==> config.mk <==
export PLATFORM = sky130hd
export DESIGN_NAME = audio_jitter_buffer_controller
export DESIGN_NICKNAME = d
export VERILOG_FILES = /design/src/hw/rtl/ajbc_pkg.sv /design/src/hw/rtl/audio_jitter_buffer_controller.sv /design/src/hw/rtl/ajbc_ctrl.sv /design/src/hw/rtl/ajbc_datapath.sv
export SDC_FILE = /design/constraint.sdc
export NUM_CORES = 2
export LEC_CHECK = 0
export BUFFER_PORTS_ARGS = -buffer_cell sky130_fd_sc_hd__buf_2
export CAP_MARGIN = 20
export CORE_MARGIN = 5
export CORE_UTILIZATION = 63
export CTS_CLUSTER_DIAMETER = 120
export DETAILED_ROUTE_END_ITERATION = 16
export PLACE_DENSITY_LB_ADDON = 0.08
export SKIP_CTS_REPAIR_TIMING = 1
export SKIP_LAST_GASP = 1
export SLEW_MARGIN = 40
export SYNTH_ARGS = -nofsm -noshare
export SYNTH_HDL_FRONTEND = slang
export SYNTH_SLANG_ARGS = --single-unit
==> constraint.sdc <==
create_clock -name clk -period 11.4 [get_ports clk]
set_input_delay 0.57 -clock clk [delete_from_list [all_inputs] [get_ports clk]]
set_output_delay 0.57 -clock clk [all_outputs]
set_load 0.01 [all_outputs]
==> src/hw/rtl/ajbc_pkg.sv <==
// Shared types, codes and constants of the jitter buffer controller.
// No dependencies.
`timescale 1ns / 1ps

package ajbc_pkg;

    typedef logic [63:0] seq_t;

    typedef struct packed {
        logic        cmd;
        logic        addr_match;
        logic [15:0] src_port;
        logic [11:0] length;
        logic        ping_match;
        logic [7:0]  hdr_byte0;
        logic [7:0]  hdr_byte1;
        logic [15:0] seq_number;
        logic [31:0] magic_word;
        logic        payload_ok;
    } in_t;

    typedef struct packed {
        logic        accepted;
        logic [1:0]  store_slot;
        logic        store_valid;
        logic        reset_decoder;
        logic [1:0]  play_action;
        logic [1:0]  play_slot;
        logic [15:0] play_seq;
    } out_t;

    typedef struct packed {
        logic load;
        logic calc;
        logic scan;
        logic commit;
    } ctrl_cmd_t;

    typedef struct packed {
        logic scan_last;
    } ctrl_sts_t;

    localparam logic CMD_DATAGRAM = 1'b0;
    localparam logic CMD_TICK     = 1'b1;

    localparam logic [1:0] PLAY_NONE    = 2'd0;
    localparam logic [1:0] PLAY_DECODE  = 2'd1;
    localparam logic [1:0] PLAY_CONCEAL = 2'd2;

    localparam int CFG_IDX_W = 3;
    localparam int CFG_DATA_W = 12;
    localparam logic [CFG_IDX_W-1:0] CFG_ENABLE        = 3'd0;
    localparam logic [CFG_IDX_W-1:0] CFG_MAX_LEN       = 3'd1;
    localparam logic [CFG_IDX_W-1:0] CFG_JUMP_LIMIT    = 3'd2;
    localparam logic [CFG_IDX_W-1:0] CFG_STARTUP_COUNT = 3'd3;
    localparam logic [CFG_IDX_W-1:0] CFG_CONCEAL_LIMIT = 3'd4;

    localparam logic [11:0] MAX_LEN_RST       = 12'd1400;
    localparam logic [7:0]  JUMP_LIMIT_RST    = 8'd8;
    localparam logic [2:0]  STARTUP_COUNT_RST = 3'd2;
    localparam logic [2:0]  CONCEAL_LIMIT_RST = 3'd2;

    localparam logic [11:0] PING_LEN    = 12'd20;
    localparam logic [11:0] MIN_HDR_LEN = 12'd12;
    localparam logic [7:0]  HDR0_VAL    = 8'h00;
    localparam logic [7:0]  HDR1_VAL    = 8'h61;
    localparam logic [31:0] MAGIC_VAL   = 32'h12345678;
    localparam logic [2:0]  MISSING_MAX = 3'd7;

    function automatic logic seq_lt(input seq_t a, input seq_t b);
        seq_t d;
        d = a - b;
        return d[63];
    endfunction

endpackage

==> src/hw/rtl/audio_jitter_buffer_controller.sv <==
// Jitter buffer controller for one audio stream. A beat is taken when start is high
// and busy low; its result strobes on done for one cycle, registered after load, extend, scan, commit.
// The sequence table is scanned one entry a cycle; no new beat is taken until the last is done.
// Busy drops in the strobe cycle, so the next beat may start then; done cannot be stalled.
// Reset clears control and stream state, loads config defaults and empties the table.
// Depends on ajbc_pkg, ajbc_ctrl and ajbc_datapath.
`timescale 1ns / 1ps

module audio_jitter_buffer_controller #(
    parameter int QUEUE_DEPTH = 4
) (
    input  logic                            clk,
    input  logic                            rst_n,
    input  logic                            start,
    output logic                            busy,
    input  ajbc_pkg::in_t                   item,
    output logic                            done,
    output ajbc_pkg::out_t                  result,
    input  logic                            cfg_valid,
    output logic                            cfg_ready,
    input  logic [ajbc_pkg::CFG_IDX_W-1:0]  cfg_index,
    input  logic [ajbc_pkg::CFG_DATA_W-1:0] cfg_data
);
    import ajbc_pkg::*;

    ctrl_cmd_t ctrl_cmd;
    ctrl_sts_t ctrl_sts;

    assign cfg_ready = 1'b1;

    ajbc_ctrl u_ctrl (
        .clk   (clk),
        .rst_n (rst_n),
        .start (start),
        .busy  (busy),
        .cmd   (ctrl_cmd),
        .sts   (ctrl_sts)
    );

    ajbc_datapath #(
        .QUEUE_DEPTH (QUEUE_DEPTH)
    ) u_datapath (
        .clk       (clk),
        .rst_n     (rst_n),
        .cmd       (ctrl_cmd),
        .sts       (ctrl_sts),
        .item      (item),
        .cfg_we    (cfg_valid && cfg_ready),
        .cfg_index (cfg_index),
        .cfg_data  (cfg_data),
        .result    (result),
        .done      (done)
    );

endmodule

==> src/hw/rtl/ajbc_ctrl.sv <==
// Sequencer of the jitter buffer controller: load, extend, table scan, commit.
// Depends on ajbc_pkg.
`timescale 1ns / 1ps

module ajbc_ctrl (
    input  logic               clk,
    input  logic               rst_n,
    input  logic               start,
    output logic               busy,
    output ajbc_pkg::ctrl_cmd_t cmd,
    input  ajbc_pkg::ctrl_sts_t sts
);
    import ajbc_pkg::*;

    localparam logic [1:0] ST_IDLE   = 2'd0;
    localparam logic [1:0] ST_CALC   = 2'd1;
    localparam logic [1:0] ST_SCAN   = 2'd2;
    localparam logic [1:0] ST_COMMIT = 2'd3;

    logic [1:0] state_reg;
    logic [1:0] state_next;

    always_comb
    begin
        state_next = state_reg;
        cmd        = '0;
        unique case (state_reg)
            ST_IDLE:
            begin
                if (start)
                begin
                    cmd.load   = 1'b1;
                    state_next = ST_CALC;
                end
            end
            ST_CALC:
            begin
                cmd.calc   = 1'b1;
                state_next = ST_SCAN;
            end
            ST_SCAN:
            begin
                cmd.scan = 1'b1;
                if (sts.scan_last)
                begin
                    state_next = ST_COMMIT;
                end
            end
            ST_COMMIT:
            begin
                cmd.commit = 1'b1;
                state_next = ST_IDLE;
            end
            default:
            begin
                state_next = ST_IDLE;
            end
        endcase
    end

    assign busy = (state_reg != ST_IDLE);

    always_ff @(posedge clk or negedge rst_n)
    begin
        if (!rst_n)
        begin
            state_reg <= ST_IDLE;
        end
        else
        begin
            state_reg <= state_next;
        end
    end

endmodule

==> src/hw/rtl/ajbc_datapath.sv <==
// Datapath of the jitter buffer controller: config registers, stream state,
// sequence table with its scan accumulators, and the result register. Depends on ajbc_pkg.
`timescale 1ns / 1ps

module ajbc_datapath #(
    parameter int QUEUE_DEPTH = 4
) (
    input  logic                               clk,
    input  logic                               rst_n,
    input  ajbc_pkg::ctrl_cmd_t                cmd,
    output ajbc_pkg::ctrl_sts_t                sts,
    input  ajbc_pkg::in_t                      item,
    input  logic                               cfg_we,
    input  logic [ajbc_pkg::CFG_IDX_W-1:0]     cfg_index,
    input  logic [ajbc_pkg::CFG_DATA_W-1:0]    cfg_data,
    output ajbc_pkg::out_t                     result,
    output logic                               done
);
    import ajbc_pkg::*;

    localparam int IDXW = $clog2(QUEUE_DEPTH);
    localparam logic [IDXW-1:0] LAST_IDX = IDXW'(QUEUE_DEPTH - 1);

    logic             enable_reg;
    logic [11:0]      max_len_reg;
    logic [7:0]       jump_limit_reg;
    logic [2:0]       startup_count_reg;
    logic [2:0]       conceal_limit_reg;

    logic             peer_bound_reg, peer_bound_next;
    logic [15:0]      remote_port_reg, remote_port_next;
    logic             have_last_reg, have_last_next;
    logic [15:0]      last_seq_reg, last_seq_next;
    seq_t             highest_reg, highest_next;
    seq_t             play_reg, play_next;
    logic [2:0]       startup_reg, startup_next;
    logic [2:0]       missing_reg, missing_next;
    logic [QUEUE_DEPTH-1:0] valid_reg, valid_next;
    seq_t             entry_reg [QUEUE_DEPTH];

    in_t              item_reg;
    seq_t             ext_reg;
    seq_t             playj_reg;
    logic             dist_pos_reg;

    logic [IDXW-1:0]  idx_reg;
    logic             match_found_reg;
    logic [IDXW-1:0]  match_idx_reg;
    logic             free_found_reg;
    logic [IDXW-1:0]  free_idx_reg;
    logic             nonempty_reg;
    seq_t             far_seq_reg;
    logic [IDXW-1:0]  far_idx_reg;

    out_t             res_reg, res_next;
    logic             done_reg;

    logic [15:0]      raw;
    seq_t             target;
    seq_t             cur_entry;
    logic             cur_valid;
    logic             rej_early;
    logic             is_ping;
    logic             hdr_bad;
    logic             jump;
    logic             store_ok;
    logic [IDXW-1:0]  slot_sel;
    logic             wr_en;

    assign raw       = have_last_reg ? (item_reg.seq_number - last_seq_reg) : 16'd0;
    assign target    = (item_reg.cmd == CMD_TICK) ? play_reg : ext_reg;
    assign cur_entry = entry_reg[idx_reg];
    assign cur_valid = valid_reg[idx_reg];
    assign sts.scan_last = (idx_reg == LAST_IDX);

    assign rej_early = !enable_reg || !item_reg.addr_match || (item_reg.src_port == 16'd0);
    assign is_ping   = (item_reg.length == PING_LEN) && item_reg.ping_match;
    assign hdr_bad   = !peer_bound_reg || (remote_port_reg != item_reg.src_port)
                       || (item_reg.length <= MIN_HDR_LEN) || (item_reg.length > max_len_reg)
                       || (item_reg.hdr_byte0 != HDR0_VAL) || (item_reg.hdr_byte1 != HDR1_VAL)
                       || (item_reg.magic_word != MAGIC_VAL);
    assign jump      = have_last_reg && seq_lt(playj_reg, ext_reg);

    always_comb
    begin
        store_ok = 1'b1;
        slot_sel = far_idx_reg;
        if (jump)
        begin
            slot_sel = '0;
        end
        else if (free_found_reg)
        begin
            slot_sel = free_idx_reg;
        end
        else if (seq_lt(far_seq_reg, ext_reg))
        begin
            store_ok = 1'b0;
        end
    end

    always_comb
    begin
        peer_bound_next  = peer_bound_reg;
        remote_port_next = remote_port_reg;
        have_last_next   = have_last_reg;
        last_seq_next    = last_seq_reg;
        highest_next     = highest_reg;
        play_next        = play_reg;
        startup_next     = startup_reg;
        missing_next     = missing_reg;
        valid_next       = valid_reg;
        res_next         = '0;
        wr_en            = 1'b0;
        if (cmd.commit)
        begin
            if (item_reg.cmd == CMD_TICK)
            begin
                if (enable_reg && have_last_reg)
                begin
                    if (startup_reg != 3'd0)
                    begin
                        startup_next = startup_reg - 3'd1;
                    end
                    else if (!match_found_reg)
                    begin
                        if (missing_reg < conceal_limit_reg)
                        begin
                            res_next.play_action = PLAY_CONCEAL;
                        end
                        if (missing_reg != MISSING_MAX)
                        begin
                            missing_next = missing_reg + 3'd1;
                        end
                        if (nonempty_reg)
                        begin
                            play_next = play_reg + 64'd1;
                        end
                    end
                    else
                    begin
                        play_next                = play_reg + 64'd1;
                        missing_next             = 3'd0;
                        valid_next[match_idx_reg] = 1'b0;
                        res_next.play_action     = PLAY_DECODE;
                        res_next.play_slot       = 2'(match_idx_reg);
                        res_next.play_seq        = play_reg[15:0];
                    end
                end
            end
            else if (rej_early)
            begin
                res_next = '0;
            end
            else if (is_ping)
            begin
                if (!peer_bound_reg)
                begin
                    peer_bound_next  = 1'b1;
                    remote_port_next = item_reg.src_port;
                end
                res_next.accepted = !peer_bound_reg || (remote_port_reg == item_reg.src_port);
            end
            else if (hdr_bad || (have_last_reg && (seq_lt(ext_reg, play_reg) || match_found_reg))
                     || !item_reg.payload_ok)
            begin
                res_next = '0;
            end
            else
            begin
                if (!have_last_reg || jump)
                begin
                    play_next    = ext_reg;
                    startup_next = startup_count_reg;
                end
                if (jump)
                begin
                    valid_next             = '0;
                    res_next.reset_decoder = 1'b1;
                end
                if (!have_last_reg || dist_pos_reg)
                begin
                    have_last_next = 1'b1;
                    last_seq_next  = item_reg.seq_number;
                    highest_next   = ext_reg;
                end
                if (store_ok)
                begin
                    valid_next[slot_sel] = 1'b1;
                    wr_en                = 1'b1;
                    res_next.accepted    = 1'b1;
                    res_next.store_slot  = 2'(slot_sel);
                    res_next.store_valid = 1'b1;
                end
            end
        end
    end

    always_ff @(posedge clk or negedge rst_n)
    begin
        if (!rst_n)
        begin
            enable_reg        <= 1'b0;
            max_len_reg       <= MAX_LEN_RST;
            jump_limit_reg    <= JUMP_LIMIT_RST;
            startup_count_reg <= STARTUP_COUNT_RST;
            conceal_limit_reg <= CONCEAL_LIMIT_RST;
        end
        else if (cfg_we)
        begin
            unique case (cfg_index)
                CFG_ENABLE:        enable_reg        <= cfg_data[0];
                CFG_MAX_LEN:       max_len_reg       <= cfg_data;
                CFG_JUMP_LIMIT:    jump_limit_reg    <= cfg_data[7:0];
                CFG_STARTUP_COUNT: startup_count_reg <= cfg_data[2:0];
                CFG_CONCEAL_LIMIT: conceal_limit_reg <= cfg_data[2:0];
                default:           ;
            endcase
        end
    end

    always_ff @(posedge clk or negedge rst_n)
    begin
        if (!rst_n)
        begin
            peer_bound_reg  <= 1'b0;
            remote_port_reg <= 16'd0;
            have_last_reg   <= 1'b0;
            last_seq_reg    <= 16'd0;
            highest_reg     <= '0;
            play_reg        <= '0;
            startup_reg     <= 3'd0;
            missing_reg     <= 3'd0;
            valid_reg       <= '0;
            done_reg        <= 1'b0;
            idx_reg         <= '0;
        end
        else
        begin
            peer_bound_reg  <= peer_bound_next;
            remote_port_reg <= remote_port_next;
            have_last_reg   <= have_last_next;
            last_seq_reg    <= last_seq_next;
            highest_reg     <= highest_next;
            play_reg        <= play_next;
            startup_reg     <= startup_next;
            missing_reg     <= missing_next;
            valid_reg       <= valid_next;
            done_reg        <= cmd.commit;
            if (cmd.calc)
            begin
                idx_reg <= '0;
            end
            else if (cmd.scan && !sts.scan_last)
            begin
                idx_reg <= idx_reg + 1'b1;
            end
        end
    end

    always_ff @(posedge clk)
    begin
        if (cmd.load)
        begin
            item_reg <= item;
        end
        if (cmd.calc)
        begin
            ext_reg         <= highest_reg + {{48{raw[15]}}, raw};
            playj_reg       <= play_reg + {56'd0, jump_limit_reg};
            dist_pos_reg    <= (raw != 16'd0) && !raw[15];
            match_found_reg <= 1'b0;
            free_found_reg  <= 1'b0;
            nonempty_reg    <= 1'b0;
            far_idx_reg     <= '0;
        end
        else if (cmd.scan)
        begin
            if (cur_valid && (cur_entry == target) && !match_found_reg)
            begin
                match_found_reg <= 1'b1;
                match_idx_reg   <= idx_reg;
            end
            if (!cur_valid && !free_found_reg)
            begin
                free_found_reg <= 1'b1;
                free_idx_reg   <= idx_reg;
            end
            if (cur_valid)
            begin
                nonempty_reg <= 1'b1;
            end
            if (idx_reg == '0)
            begin
                far_seq_reg <= cur_entry;
                far_idx_reg <= '0;
            end
            else if (cur_valid && seq_lt(far_seq_reg, cur_entry))
            begin
                far_seq_reg <= cur_entry;
                far_idx_reg <= idx_reg;
            end
        end
        if (wr_en)
        begin
            entry_reg[slot_sel] <= ext_reg;
        end
        if (cmd.commit)
        begin
            res_reg <= res_next;
        end
    end

    assign result = res_reg;
    assign done   = done_reg;

endmodule

==> results.ini <==
[timing]
setup_violations=0
fin_ws_ns=5.12
rsz0062_at_grt=false
fin_skew_ns=0.0289
worst_pin_slew_ns=0.942
slew_headroom_pct=36.7
period_needed_ns=6.28
final_hold_viol_count=0
whs_ns=0.0798
setup_total_negative_slack_ns=0
post-route-period-util_pct=55.1
maxSlewViolCount=0
max_freq_ghz=0.159

[place]
dp_slack_ns=5.18
hpwl_um=94100
gp_congestion=1.05
io_buffers=141

[routing]
viasPerCell=6.70
num_vias=31500
drc=0
detail-route-antenna-nets=0
wl_um=129000
drtIter0Drc=3643
first_pass_iters=8
wl_per_cell_um=27.3

[yosys]
syn-num-nets=4073
synth_edf_count=574
yosys.area.top_type_share_pct=40.2
synth_seq_cells=783
synth.distinct_cells=91
seq_area_frac_synth_pct=52.3
synth_ff_type=edfxtp_1
yosys-top-cells-area=edfxtp_1, dfrtp_1, ha_1
syn_avg_cell_area_um2=11.9
postSynthCellCount=3594
yosys_warnings=0
synth_top_cell_by_area=edfxtp_1
synthTopCellsByCount=edfxtp_1, ha_1, inv_1
synth_most_common_cell=edfxtp_1
synth-async-reset-ratio_pct=26.1
synthesis.area_mm2=0.0429

[die]
io_pins=143
initial_core_util_pct=63.7
row_count=95
die-width_um=271
core_mm2=0.0674
dieHeight_um=271
dieArea_mm2=0.0735

[clocking]
htree_levels=3
clkTransAtPathRegs_ns=0.07
ctsRootBufferMaster=clkbuf_16
cts_tree=done
cts.sinks=783
cts_buffers=83
clock_latency_ns=0.66
cts.path.max_buffers=3

[worst_setup_path]
slowest_stage=nor3_1
cp.required_ns=11.80
end_kind=flop
cpPeakStageDelay_ns=0.60
crit_chain=ha_1, nor2b_1, o31ai_1, a211oi_1, nor3_1, o311ai_0, o21ai_4, buf_4, ha_1, a21oi_1, o21ai_0, a2111oi_0, nor2_1, o21ai_0, a211oi_1, nor3_1, o21ai_0, a31oi_1, xnor2_1
start_kind=flop
cp.arrival_ns=6.68
r2r_cells=19
critPathMostFrequentCell=o21ai_0
critPathKind=flop to flop
crit_fanout=50

[layout]
antenna_cells=0
syn2layout_area_growth_pct=11.5
drive_above_1_share_pct=14.7
n_fill_cell=4694
final_nets=4240
final_util_pct=71.0
largest_reg_flops=256

[power]
leakage_nw=19.5
p_per_area_mw_per_mm2=211
vdd.ir_drop.worst_uv=150
power_mw=10.1

[global_routing]
grt_max_degree=115
grt_overflow=0
grt_pass1_vias=31400
grt_use_total_pct=34.4
grt_pass1_wl_um=193000
antenna_found_initial=3

[worst_hold_path]
hold_class=primary input to flop
holdPathStages=1

[run_status]
outcome=complete, no violations

[flow_run]
maxCapViolCount=0

critical path: cells and delay by family (launching register included):
kind	cells	cell delay, ns
xor gates and xnor gates	1	0.08
DFF	1	0.41
adders and majority gates	2	0.74
and+or+nand+nor	4	1.25
AOI/OAI and AO/OA	11	3.02
buffers and inverters	1	0.52
worst paths after layout:
path,startpoint,to,slack [ns]
worst min register to register,u_datapath.highest_reg[48],u_datapath.highest_reg[48],0.50
worst max register to register,u_datapath.item_reg[34],u_datapath.ext_reg[46],5.12
max in group asynchronous,rst_n,u_datapath.play_reg[52],9.97
min in group asynchronous,rst_n,u_datapath.last_seq_reg[15],0.38
worst max-delay path,u_datapath.item_reg[34],u_datapath.ext_reg[46],5.12
worst min-delay path,item[42],u_datapath.item_reg[42],0.08
cells by family (layout without fill, tap and decap cells):
family,after synthesis,count (layout),share of synthesized area [%]
buffers and inverters,398,636,3.62
adders and majority gates,364,364,10.7
DFF,783,783,52.3
and+or+nand+nor,883,883,10.7
other,1,1,0.00874
AOI/OAI and AO/OA,729,729,10.9
muxes,223,223,7.41
xor gates and xnor gates,213,213,4.36
per-layer routing:
metal,up-vias,track usage (%),routed length [um]
met4,0,12.0,5220
met2,1686,52.5,57200
li1,13900,-,-
met1,15600,48.9,52500
met3,289,8.28,13600
met5,-,0,0
cells in the final DEF (no fill, tap or decap), types with 75 or more instances in the layout:
cell and instances:
nor2_1 165, nand4_1 106, clkbuf_16 85, inv_1 279, nand2_1 197, nor3_1 77, xnor2_1 175, dfrtp_1 193
a21oi_1 200, nand3_1 75, buf_2 140, mux2_2 104, a21o_1 135, o21ai_0 136, edfxtp_1 574, ha_1 360
metrics by stage:
stage	instances	instance area (um2)
after floorplan	3594	42900
after global placement	4541	44700
after detailed placement	4544	44800
after CTS	4700	47800
after global routing	4705	47900
final	4705	47900
power by group:
part,internal (mW),leakage [nW],total [mW],switching (mW)
registers,3.72,8.00,4.20,0.484
logic,1.11,10.1,2.98,1.88
clock network,1.72,1.46,2.91,1.19
total,6.55,19.5,10.1,3.55
area by class of cell:
cell class,instances,area [um2],area share (%)
Inverter,279,1050,2.19
Timing Repair Buffer,201,1250,2.62
Tap cell,873,1090,2.28
Multi-Input combinational cell,2413,19100,39.8
Clock buffer,106,2320,4.84
Clock inverter,50,648,1.35
Sequential cell,783,22500,46.9
Power figures use the tool's default switching activity.
